==> src/sv/pcab_pkg.sv <==
// Shared constants, codes and field widths for the configuration access bridge.
package pcab_pkg;

    // Storage depth and the number of words an 8-bit byte offset can reach.
    localparam int PCAB_CONFIG_WORDS = 64;
    localparam int PCAB_REACH_WORDS  = 64;

    // Field widths of one access beat and one result beat.
    localparam int DEVFN_W  = 8;
    localparam int OFFSET_W = 8;
    localparam int SIZE_W   = 3;
    localparam int WORD_W   = 32;
    localparam int STATUS_W = 2;
    localparam int S_TDATA_W = 56;

    // Configuration port.
    localparam int CFG_INDEX_W = 1;
    localparam int CFG_DATA_W  = 1;
    localparam logic [CFG_INDEX_W-1:0] CFG_LINK_UP = 1'd0;
    localparam logic [CFG_INDEX_W-1:0] CFG_BAR0_FIX = 1'd1;

    // Access kinds.
    localparam logic ACT_READ  = 1'b0;
    localparam logic ACT_WRITE = 1'b1;

    // Access sizes in bytes.
    localparam logic [SIZE_W-1:0] SIZE_BYTE = 3'd1;
    localparam logic [SIZE_W-1:0] SIZE_HALF = 3'd2;
    localparam logic [SIZE_W-1:0] SIZE_WORD = 3'd4;

    // Completion status codes.
    localparam logic [STATUS_W-1:0] STAT_OK        = 2'd0;
    localparam logic [STATUS_W-1:0] STAT_NOT_FOUND = 2'd1;
    localparam logic [STATUS_W-1:0] STAT_BAD_SIZE  = 2'd2;

    // BAR0 handling constants.
    localparam logic [OFFSET_W-1:0] BAR0_OFFSET     = 8'h10;
    localparam logic [WORD_W-1:0]   BAR0_SUBSTITUTE = 32'h0000_ffff;
    localparam logic [WORD_W-1:0]   ALL_ONES        = 32'hffff_ffff;
    localparam logic [WORD_W-1:0]   BYTE_MASK       = 32'h0000_00ff;
    localparam logic [WORD_W-1:0]   HALF_MASK       = 32'h0000_ffff;

endpackage

==> src/sv/pcab_cfg_mem.sv <==
// Configuration word store: synchronous memory with per-word valid bits.
module pcab_cfg_mem
    import pcab_pkg::*;
#(
    parameter int WORDS = PCAB_REACH_WORDS
) (
    input  logic                     aclk,
    input  logic                     aresetn,
    input  logic                     rd_en,
    input  logic [$clog2(WORDS)-1:0] rd_addr,
    output logic [WORD_W-1:0]        rd_word,
    input  logic                     wr_en,
    input  logic [$clog2(WORDS)-1:0] wr_addr,
    input  logic [WORD_W-1:0]        wr_word
);

    logic [WORD_W-1:0] mem [WORDS];
    logic [WORDS-1:0]  valid_reg;
    logic [WORD_W-1:0] rd_data_reg;
    logic              rd_valid_reg;

    // Word array: one write and one registered read per cycle.
    always_ff @(posedge aclk) begin
        if (wr_en) begin
            mem[wr_addr] <= wr_word;
        end
        if (rd_en) begin
            rd_data_reg <= mem[rd_addr];
        end
    end

    // Valid bits stand in for clearing the array; reset empties them all at once.
    always_ff @(posedge aclk) begin
        if (!aresetn) begin
            valid_reg    <= '0;
            rd_valid_reg <= 1'b0;
        end else begin
            if (wr_en) begin
                valid_reg[wr_addr] <= 1'b1;
            end
            if (rd_en) begin
                rd_valid_reg <= valid_reg[rd_addr];
            end
        end
    end

    // A word never written since reset reads as zero.
    assign rd_word = rd_valid_reg ? rd_data_reg : '0;

endmodule

==> src/sv/pcab_lane.sv <==
// Byte-lane merge for writes and lane extraction for reads on one config word.
module pcab_lane
    import pcab_pkg::*;
(
    input  logic [WORD_W-1:0] word_in,
    input  logic [1:0]        lane_sel,
    input  logic [SIZE_W-1:0] size,
    input  logic [WORD_W-1:0] wr_value,
    output logic [WORD_W-1:0] word_merged,
    output logic [WORD_W-1:0] rd_lane
);

    logic [4:0] byte_shift;
    logic [4:0] half_shift;

    assign byte_shift = {lane_sel, 3'b000};
    assign half_shift = {lane_sel[1], 4'b0000};

    // Select the lane by size; unaligned halfwords use only offset bit 1.
    always_comb begin
        case (size)
            SIZE_BYTE: begin
                word_merged = (word_in & ~(BYTE_MASK << byte_shift))
                            | ((wr_value & BYTE_MASK) << byte_shift);
                rd_lane     = (word_in >> byte_shift) & BYTE_MASK;
            end
            SIZE_HALF: begin
                word_merged = (word_in & ~(HALF_MASK << half_shift))
                            | ((wr_value & HALF_MASK) << half_shift);
                rd_lane     = (word_in >> half_shift) & HALF_MASK;
            end
            default: begin
                word_merged = wr_value;
                rd_lane     = word_in;
            end
        endcase
    end

endmodule

==> src/sv/pci_config_access_bridge.sv <==
// Top level of the configuration-space access bridge for one PCI device.
//
// Access beats arrive on the s_ channel: s_tuser carries the access kind
// (read or write), s_tdata the device/function, byte offset, size and write
// data. Every beat yields exactly one completion beat on the m_ channel with
// the status in m_tuser and the right-aligned read data in m_tdata.
// Two registers on the cfg_ channel set link-up and the BAR0 workaround;
// the user must write them only while no access is in flight; the bridge does not enforce this.
//
// On acceptance the synchronous read of the addressed word is launched;
// in the execute state that follows, the word is merged and written back
// and the output register is loaded. No beat is accepted in the execute
// state, so a new beat is taken only after the last one has executed.
// The completion register holds its beat while m_tready is low; a new
// access is accepted only when that register is empty or being drained.
// Reset empties the word store through per-word valid bits, so it reads as
// all zeros at once with no clearing pass, and clears the BAR0 state and
// both registers.
module pci_config_access_bridge
    import pcab_pkg::*;
#(
    parameter int CONFIG_WORDS = PCAB_CONFIG_WORDS
) (
    input  logic                   aclk,
    input  logic                   aresetn,
    // Access channel.
    input  logic                   s_tvalid,
    output logic                   s_tready,
    input  logic [S_TDATA_W-1:0]   s_tdata,   // devfn[7:0], offset[15:8],
                                              // access_size[18:16],
                                              // write_data[50:19], zero pad
    input  logic                   s_tuser,   // action
    // Completion channel.
    output logic                   m_tvalid,
    input  logic                   m_tready,
    output logic [WORD_W-1:0]      m_tdata,   // read_data[31:0]
    output logic [STATUS_W-1:0]    m_tuser,   // status[1:0]
    // Register write channel.
    input  logic                   cfg_valid,
    output logic                   cfg_ready,
    input  logic [CFG_INDEX_W-1:0] cfg_index,
    input  logic [CFG_DATA_W-1:0]  cfg_data
);

    // Only words reachable by an 8-bit offset need storage.
    localparam int MEM_WORDS = (CONFIG_WORDS < PCAB_REACH_WORDS) ? CONFIG_WORDS
                                                                 : PCAB_REACH_WORDS;
    localparam int AW = $clog2(MEM_WORDS);

    localparam logic S_IDLE = 1'b0;
    localparam logic S_EXEC = 1'b1;

    logic                  state_reg, state_next;
    logic                  link_up_reg;
    logic                  bar0_fix_reg;
    logic                  bar0_cached_reg;
    logic [WORD_W-1:0]     bar0_saved_reg;

    logic                  action_reg;
    logic [DEVFN_W-1:0]    devfn_reg;
    logic [OFFSET_W-1:0]   offset_reg;
    logic [SIZE_W-1:0]     size_reg;
    logic [WORD_W-1:0]     wdata_reg;

    logic                  m_valid_reg;
    logic [WORD_W-1:0]     m_data_reg;
    logic [STATUS_W-1:0]   m_status_reg;

    logic                  s_accept;
    logic [OFFSET_W-1:0]   s_offset;
    logic [5:0]            widx;
    logic                  in_range;
    logic [WORD_W-1:0]     mem_word;
    logic [WORD_W-1:0]     cur_word;
    logic                  not_found;
    logic                  size_ok;
    logic                  access_ok;
    logic                  bar0_word;
    logic                  bar0_hit;
    logic [WORD_W-1:0]     wr_value;
    logic [WORD_W-1:0]     word_merged;
    logic [WORD_W-1:0]     rd_lane;
    logic                  mem_we;
    logic [STATUS_W-1:0]   status_next;
    logic [WORD_W-1:0]     rdata_next;

    assign s_offset  = s_tdata[15:8];
    assign s_tready  = (state_reg == S_IDLE) && (!m_valid_reg || m_tready);
    assign s_accept  = s_tvalid && s_tready;
    assign cfg_ready = 1'b1;

    // Register writes; indexes outside the list are dropped.
    always_ff @(posedge aclk) begin
        if (!aresetn) begin
            link_up_reg  <= 1'b0;
            bar0_fix_reg <= 1'b0;
        end else if (cfg_valid) begin
            case (cfg_index)
                CFG_LINK_UP:  link_up_reg  <= cfg_data[0];
                CFG_BAR0_FIX: bar0_fix_reg <= cfg_data[0];
                default: ;
            endcase
        end
    end

    // Sequencer: idle until a beat is accepted, then the execute state, then back to idle.
    always_comb begin
        state_next = state_reg;
        case (state_reg)
            S_IDLE:  if (s_accept) state_next = S_EXEC;
            S_EXEC:  state_next = S_IDLE;
            default: state_next = S_IDLE;
        endcase
    end

    always_ff @(posedge aclk) begin
        if (!aresetn) begin
            state_reg <= S_IDLE;
        end else begin
            state_reg <= state_next;
        end
    end

    // Capture the access fields alongside the memory read.
    always_ff @(posedge aclk) begin
        if (s_accept) begin
            action_reg <= s_tuser;
            devfn_reg  <= s_tdata[7:0];
            offset_reg <= s_offset;
            size_reg   <= s_tdata[18:16];
            wdata_reg  <= s_tdata[50:19];
        end
    end

    assign widx     = offset_reg[7:2];
    assign in_range = 32'(widx) < 32'(MEM_WORDS);
    assign cur_word = in_range ? mem_word : '0;

    pcab_cfg_mem #(
        .WORDS (MEM_WORDS)
    ) u_mem (
        .aclk    (aclk),
        .aresetn (aresetn),
        .rd_en   (s_accept),
        .rd_addr (s_offset[AW+1:2]),
        .rd_word (mem_word),
        .wr_en   (mem_we),
        .wr_addr (widx[AW-1:0]),
        .wr_word (word_merged)
    );

    // Checks in priority order: link, device number, then size.
    assign not_found = !link_up_reg || (devfn_reg != '0);
    assign size_ok   = size_reg inside {SIZE_BYTE, SIZE_HALF, SIZE_WORD};
    assign access_ok = !not_found && size_ok;

    // BAR0 workaround, if enabled: a full-word write other than all-ones is cached.
    assign bar0_word = (offset_reg == BAR0_OFFSET) && (size_reg == SIZE_WORD);
    assign bar0_hit  = (state_reg == S_EXEC) && access_ok && (action_reg == ACT_WRITE)
                       && bar0_fix_reg && bar0_word;
    assign wr_value  = (bar0_hit && (wdata_reg != ALL_ONES)) ? BAR0_SUBSTITUTE
                                                             : wdata_reg;

    always_ff @(posedge aclk) begin
        if (!aresetn) begin
            bar0_cached_reg <= 1'b0;
        end else if (bar0_hit) begin
            bar0_cached_reg <= (wdata_reg != ALL_ONES);
        end
    end

    always_ff @(posedge aclk) begin
        if (!aresetn) begin
            bar0_saved_reg <= '0;
        end else if (bar0_hit && (wdata_reg != ALL_ONES)) begin
            bar0_saved_reg <= wdata_reg;
        end
    end

    pcab_lane u_lane (
        .word_in     (cur_word),
        .lane_sel    (offset_reg[1:0]),
        .size        (size_reg),
        .wr_value    (wr_value),
        .word_merged (word_merged),
        .rd_lane     (rd_lane)
    );

    assign mem_we = (state_reg == S_EXEC) && access_ok && (action_reg == ACT_WRITE)
                    && in_range;

    // Completion status and data.
    always_comb begin
        rdata_next = '0;
        if (not_found) begin
            status_next = STAT_NOT_FOUND;
        end else if (!size_ok) begin
            status_next = STAT_BAD_SIZE;
        end else begin
            status_next = STAT_OK;
            if (action_reg == ACT_READ) begin
                rdata_next = (bar0_word && bar0_cached_reg) ? bar0_saved_reg : rd_lane;
            end
        end
    end

    // Output register; it is always free when the execute cycle ends.
    always_ff @(posedge aclk) begin
        if (!aresetn) begin
            m_valid_reg <= 1'b0;
        end else if (state_reg == S_EXEC) begin
            m_valid_reg <= 1'b1;
        end else if (m_tready) begin
            m_valid_reg <= 1'b0;
        end
    end

    always_ff @(posedge aclk) begin
        if (state_reg == S_EXEC) begin
            m_data_reg   <= rdata_next;
            m_status_reg <= status_next;
        end
    end

    assign m_tvalid = m_valid_reg;
    assign m_tdata  = m_data_reg;
    assign m_tuser  = m_status_reg;

    // Every accepted access has its completion waiting once the execute state has loaded the output register.
    assert property (@(posedge aclk) disable iff (!aresetn)
        s_accept |-> ##2 m_tvalid)
        else $error("completion missing after accepted access");

    // Error completions never carry data.
    assert property (@(posedge aclk) disable iff (!aresetn)
        (m_tvalid && (m_tuser != STAT_OK)) |-> (m_tdata == '0))
        else $error("error completion with nonzero data");

    // The memory is written only during the execute cycle of a good write.
    assert property (@(posedge aclk) disable iff (!aresetn)
        mem_we |-> ((state_reg == S_EXEC) && !not_found && (action_reg == ACT_WRITE)))
        else $error("config word written outside a valid write");

    // The BAR0 cache is set only while the workaround is enabled.
    assert property (@(posedge aclk) disable iff (!aresetn)
        $rose(bar0_cached_reg) |-> $past(bar0_fix_reg))
        else $error("BAR0 cache set with workaround disabled");

endmodule
==> config.mk <==
export PLATFORM = sky130hd
export DESIGN_NAME = pci_config_access_bridge
export DESIGN_NICKNAME = d
export VERILOG_FILES = /design/src/sv/pcab_pkg.sv /design/src/sv/pcab_cfg_mem.sv /design/src/sv/pcab_lane.sv /design/src/sv/pci_config_access_bridge.sv
export SDC_FILE = /design/constraint.sdc
export NUM_CORES = 2
export LEC_CHECK = 0
export ABC_CLOCK_PERIOD_IN_PS = 13100
export CORE_ASPECT_RATIO = 0.8
export CORE_MARGIN = 1.5
export CORE_UTILIZATION = 30
export CTS_BUF_LIST = sky130_fd_sc_hd__clkbuf_8
export DETAILED_ROUTE_END_ITERATION = 6
export DONT_BUFFER_PORTS = 1
export HOLD_SLACK_MARGIN = 0.05
export SLEW_MARGIN = 40
export SYNTH_ARGS = -nofsm -noshare
export SYNTH_HDL_FRONTEND = slang
export SYNTH_SLANG_ARGS = --single-unit
==> constraint.sdc <==
create_clock -name aclk -period 13.1 [get_ports aclk]
set_input_delay 1.31 -clock aclk [delete_from_list [all_inputs] [get_ports aclk]]
set_output_delay 1.31 -clock aclk [all_outputs]
set_load 0.05 [all_outputs]
== Word level (Yosys, flattened, before mapping) ==
Memories as Yosys holds them, arrays and structs flattened. A register that Yosys moved wholly into a read port is not among the register bits.
Cells that the tools add are included.

* Register bits after elaboration: 188
* Word-level logic and storage cells: 78
* Memories: 1
* RAM bits: 2,048
* Input bits: 64

{| class="wikitable"
|+ Memory list
! name !! words !! width !! read ports !! clocked after memory_dff !! write ports !! line !! text
|-
| u_mem.mem || 64 || 32 || 1 || 1 || 1 || pcab_cfg_mem.sv:17 || <nowiki>logic [WORD_W-1:0] mem [WORDS];</nowiki>
|}

* Bitwise gates (word level): 10
* $lt $le $gt $ge: 3
* Shifts and indexed selects: 6
* Equal/unequal tests: 5
* Muxes and demuxes: 16
* Reduce and logical (&&, ||, !) cells: 22

{| class="wikitable"
|+ Operators by type and width
! cell !! count
|-
| 32-bit case mux with 2 select lines || 2
|-
| 32-bit two-way mux || 3
|-
| 32-bit AND || 2
|-
| 32-bit inverter || 2
|-
| 32-bit OR || 2
|-
| 64-bit OR || 1
|-
| 32-bit inequality test (second input constant) || 1
|-
| 16-bit by 5-bit << shifter with 32-bit output || 1
|-
| 16-bit by 5-bit << shifter with 32-bit output (first input constant) || 1
|-
| 8-bit by 5-bit << shifter with 32-bit output || 1
|-
| 8-bit by 5-bit << shifter with 32-bit output (first input constant) || 1
|-
| 32-bit by 5-bit right shift with 16-bit output || 1
|-
| 32-bit by 5-bit right shift with 8-bit output || 1
|-
| 6-bit by 7-bit less-than comparator with 1-bit output (second input constant) || 2
|-
| 1-bit logical AND || 11
|-
| 8-bit by 5-bit equality test with 1-bit output (second input constant) || 1
|-
| 8-bit nonzero test || 1
|-
| 1-bit two-way mux || 7
|-
| 1-bit binary-select mux with 6-bit select || 1
|-
| 1-bit demux with 6-bit select || 1
|-
| 6-bit by 1-bit greater-or-equal comparator with 1-bit output (second input constant) || 1
|-
| 2-bit AND reduction || 2
|-
| 3-bit by 1-bit equality test with 1-bit output (second input constant) || 1
|-
| 3-bit by 2-bit equality test with 1-bit output (second input constant) || 1
|-
| other kinds (9) || 14
|}

== Longest topological paths before layout ==
* Word-level depth: 13
* Gate-level depth with buffers: 11
* Depth with buffers taken out: 5

== Modules after synthesis ==
A second synthesis with hierarchy kept.

* Cells, all modules: 3,910
* Area, all modules: 88,190.8 sq um

{| class="wikitable"
|+ By module, submodules not included
! module !! cells each !! area an instance (sq um) !! instances
|-
| pcab_cfg_mem || 3,259 || 81,423.1 || 1
|-
| pci_config_access_bridge || 419 || 5,104.9 || 1
|-
| pcab_lane || 232 || 1,662.8 || 1
|}

== Least setup slack after synthesis ==
No wires, ideal clock.

* Path type: flip-flop to flip-flop
* Start: register size_reg[1]
* End: memory u_mem.mem[0][2], data pin
* Stages on the path, launching flop included: 8
* Arrival time: 4.241 ns
* Setup slack: 8.158 ns
* Library setup time: 0.702 ns
* Period minus slack after synthesis: 4.942 ns
* Data required time: 12.398 ns
* Path buffers: 3
* Cell sequence: edfxtp_1 > clkbuf_1 > or3b_2 > clkbuf_1 > nand2_1 > o21ai_0 > clkbuf_1 > o21ai_0

* Cells in the longest elaborated chain, start to end: 12
* Elaborated cells on any way between the ends: 17
* Classes of those cells: 3 x eq/ne; 2 x shift; 2 x mux; 2 x bitwise; 8 x reduce/logical

{| class="wikitable"
|+ Ends and longest elaborated chain
! item !! line !! text
|-
| from (decl) || pci_config_access_bridge.sv:62 || <nowiki>logic [SIZE_W-1:0] size_reg;</nowiki>
|-
| from (signal assigned) || pci_config_access_bridge.sv:130 || <nowiki>size_reg <= s_tdata[18:16];</nowiki>
|-
| 3-bit by 1-bit equality test with 1-bit output (tied with other cells) || pcab_lane.sv:21, pci_config_access_bridge.sv:154 ||
|-
| 3-bit nonzero test || pci_config_access_bridge.sv:154 || <nowiki>assign size_ok = size_reg inside {SIZE_BYTE, SIZE_HALF, SIZE_WORD};</nowiki>
|-
| 1-bit logical AND || pci_config_access_bridge.sv:155 || <nowiki>assign access_ok = !not_found && size_ok;</nowiki>
|-
| 1-bit logical AND (2 in a row) || pci_config_access_bridge.sv:159 || <nowiki>assign bar0_hit = (state_reg == S_EXEC) && access_ok && (action_reg == ACT_WRITE)</nowiki>
|-
| 1-bit logical AND (2 in a row) || pci_config_access_bridge.sv:160 || <nowiki>&& bar0_fix_reg && bar0_word;</nowiki>
|-
| 1-bit logical AND || pci_config_access_bridge.sv:161 || <nowiki>assign wr_value = (bar0_hit && (wdata_reg != ALL_ONES)) ? BAR0_SUBSTITUTE</nowiki>
|-
| 32-bit two-way mux || pci_config_access_bridge.sv:161 ||
|-
| 16-bit by 5-bit << shifter with 32-bit output or 8-bit by 5-bit << shifter with 32-bit output (tied branches) || pcab_lane.sv:29, pcab_lane.sv:24 ||
|-
| 32-bit OR (on tied branches) || pcab_lane.sv:29, pcab_lane.sv:24 ||
|-
| 32-bit case mux with 2 select lines * || pcab_lane.sv:21 || <nowiki>case (size)</nowiki>
|-
| named net u_lane.word_merged[2] || pcab_lane.sv:9 || <nowiki>output logic [WORD_W-1:0] word_merged,</nowiki>
|-
| to (decl) || pcab_cfg_mem.sv:17 ||
|}

The timed path passes the listed nets; every way through them passes the cells marked *.

==> results.txt <==
The run finished, with violations left. The checks that failed: max-slew violations. In this run the remaining antenna-violating nets after routing total 0.

Dividing total power by cell area gives a power density of 142 nW/µm². The via count is 41700. The average cell area after synthesis is 22.9 µm². The aggregate global routing overflow came out at 0.

The number of global-route vias before repair came out at 41700. STA classifies the critical path startpoint as an input port. Summed over all instances, the cell type with the most area after synthesis is sky130_fd_sc_hd__edfxtp_1. The global-route usage over all layers is 14.4%. The final critical-path share of the clock period came out at 36.3%. Relative to the synthesized area, the layout overhead comes to 13.5%. The maximum fanout count along the critical path came out at 88. The clock latency of the later-clocked register in the worst-skew pair came out at 1.05 ns. For this run, design rule violations remaining after detail routing come to 0. The share of layout cells above drive strength 1 is 30.3%. The peak ir drop on the vdd network is 0.0875 mV. After clock tree synthesis, the clock-pin slew on the worst setup and hold paths is 0.06 ns. The global-route wire length before repair is 304000 µm. The number of hold-slack violations in the final timing report came out at 0. Leaving out fill and tap cells, the most frequent cells in the layout are sky130_fd_sc_hd__edfxtp_1 (2166), sky130_fd_sc_hd__mux4_2 (680), sky130_fd_sc_hd__clkbuf_8 (363), sky130_fd_sc_hd__inv_1 (123), sky130_fd_sc_hd__buf_4 (107).

The cell count after placement is 7547. The kind of capture point of the worst setup path is a register. The fraction of synthesized cell area taken by the top area cell type came out at 74.4%. The total die area came out at 295000 µm².

The cell that appears most often on the critical path is sky130_fd_sc_hd__buf_16. The number of max-capacitance violations reported came out at 0. The highest attainable clock frequency is 0.210 GHz.

The worst slack at placement is 9.07 ns. Walking the worst path, the cells encountered are buf_16 > buf_16 > buf_16 > buf_16 > mux4_2 > mux4_2 > mux4_2. The slew of the pin with the lowest slew margin is 1.88 ns.

The starting density of the core is 30.1%. The count of hold buffers inserted by post-cts repair came out at 0. The number of gates resized after CTS is 0. The setup slack of the critical path after layout is 8.34 ns.

By area the synthesized netlist is led by sky130_fd_sc_hd__edfxtp_1 (74%), sky130_fd_sc_hd__mux4_2 (18%), sky130_fd_sc_hd__dfxtp_1 (2.3%). The leakage power figure is 30.2 nW. The fraction of the yosys area taken by sequential cells is 76.7%. The number of post-CTS setup repair buffers is 0. The number of I/O pins is 101.

Counting distinct cell types in the post-synthesis netlist gives 54. The fraction of registers with async set/reset came out at 0%. The total of endpoints with negative setup slack in the final report is 0. The clock arrives with 0.0795 ns of skew. The initial detailed-routing violation count is 5070. The number of buffers added by the clock tree synthesis step came out at 349. The number of flops mapped to enable cells by yosys is 2166. The buffer depth of the longest clock path is 4.

For the worst setup path, the data arrival time is 5.49 ns. The final routed wirelength across all metal layers is 216000 µm. The final HPWL from detailed placement is 110000 µm. The critical path in this run is classified as in2reg. The pin count of the biggest net entering global routing came out at 530. The average routed wire per standard cell is 26.5 µm. Measured along the x axis, the die boundary spans 607 µm.

The total negative slack is 0 ns. The count of input and output buffers came out at 0. The total nets after synthesis is 3882.

The detail-routed via count per cell is 5.11. Summing every instance area after synthesis gives 87400 µm². The synthesized instance count came out at 3818.

The clock sink count is 2268. The slowest stage of the critical path is the sky130_fd_sc_hd__mux4_2 cell. The post-layout minimum cycle time is 4.76 ns.

The path class of the tightest hold or removal check is in2reg. The delay of the slowest cell on the worst path came out at 0.65 ns. From bottom edge to top edge, the die measures 486 µm.

In this run the clock root is driven by a sky130_fd_sc_hd__clkbuf_8. Setup repair after global routing left no endpoint under its margin. The length of the first detailed-routing pass in iterations came out at 6. TritonCTS built the clock tree.

For this run, the leading register cell type out of synthesis is sky130_fd_sc_hd__edfxtp_1. The synthesized design contains 2268 register bits. The number of max-slew violations in the final report is 135. In this run the core area contains 177 standard-cell rows. For this run, the post-layout net count is 4124. The number of flip-flops in the largest register is 2048. Together, buffers and inverters on the worst path number 4.

The cell family with the largest share of critical-path delay is buffers and inverters. The worst hold margin came out at 0.355 ns. The remaining max-slew budget at the tightest pin came out at -25.5%. The level count of the clock H-tree is 5. After the flow finishes, the layout carries non-filler instances totaling 8166.

The critical path required time is 13.83 ns. The global placement routability congestion is 0.820. The number of antenna violations at the first check in global routing came out at 20.

The library cell used most frequently in the layout, excluding fill and tap cells, is sky130_fd_sc_hd__edfxtp_1. The count of yosys warnings during synthesis came out at 0. The core area came out at 290000 µm².
==> cell usage after synthesis, drive strengths merged, types with 12 or more instances <==
master	count
nand4	14
and2	19
edfxtp	2166
a22o	12
a221o	17
nand3	34
o21a	65
buf	101
nor2	80
nand2	77
mux2i	69
dfxtp	102
mux4	680
o21ai	32
clkbuf	124
a21oi	57
a211oi	12
nor2b	43
==> per-layer routing <==
metal | part of all wire [%] | global-route usage [%]
met3 | 9.7 | 4.22
met5 | 0.011 | 0
met1 | 45 | 21.3
met2 | 44 | 20.5
met4 | 2.1 | 3.84
==> cell type report <==
class	instances	area (µm²)
clock inverter	232	977
timing repair buffer	116	1020
fill	26700	191000
inverter	3	11.3
multi-input combinational	1322	20300
clock buffer	363	5000
sequential	2268	67100
tap	3848	4810
antenna	14	35.0
==> worst register-to-register path: stages (launching register included) <==
cell and delay (ns):
sky130_fd_sc_hd__edfxtp_1 0.37, sky130_fd_sc_hd__buf_4 0.30, sky130_fd_sc_hd__nor4b_1 0.67, sky130_fd_sc_hd__nand4_1 0.30, sky130_fd_sc_hd__a2111oi_4 0.48, sky130_fd_sc_hd__buf_4 0.63
sky130_fd_sc_hd__o21ai_0 0.32, sky130_fd_sc_hd__o221ai_4 0.13, sky130_fd_sc_hd__buf_4 0.54
==> power by group <==
group          internal [W]  switching [W]
clock               0.00259        0.00265
combinational      0.000286       0.000429
sequential          0.00807      0.0000637
total                0.0109        0.00314
==> stage by stage <==
step / utilization, % / total power, W / cell area, µm²
after CTS: 34.1 / 0.0141 / 98900
after global placement: 32.0 / 0.00890 / 92800
after floorplan: - / 0.00876 / 87400
after global routing: 34.2 / 0.0145 / 99200
final: 34.2 / 0.0141 / 99200
after detailed placement: 32.0 / 0.00893 / 93000
==> kinds of logic (layout without fill, tap and decap cells) <==
kind of cell	Yosys count	in the layout	synth area share, %
AO/OA/AOI/OAI	239	239	1.90
XOR/XNOR	1	1	0.0100
buffers and inverters	228	714	1.08
flip-flops	2268	2268	76.7
multiplexers	749	749	18.3
other	1	15	0.00429
AND/OR/NAND/NOR	332	332	1.95
==> path summary, 6_finish.rpt <==
| check | from | endpoint | slack (ns) | cells after the start |
|---|---|---|---|---|
| setup / recovery | s_tdata[10] | u_mem.rd_data_reg[13] | 8.34 | 7 |
| hold / removal | s_tdata[20] | wdata_reg[1] | 0.36 | 0 |
| setup reg to reg | offset_reg[1] | u_mem.mem[61][12] | 8.91 | 8 |
| hold reg to reg | u_mem.valid_reg[63] | u_mem.valid_reg[63] | 0.46 | 1 |
(Power assumes the default switching activity.)
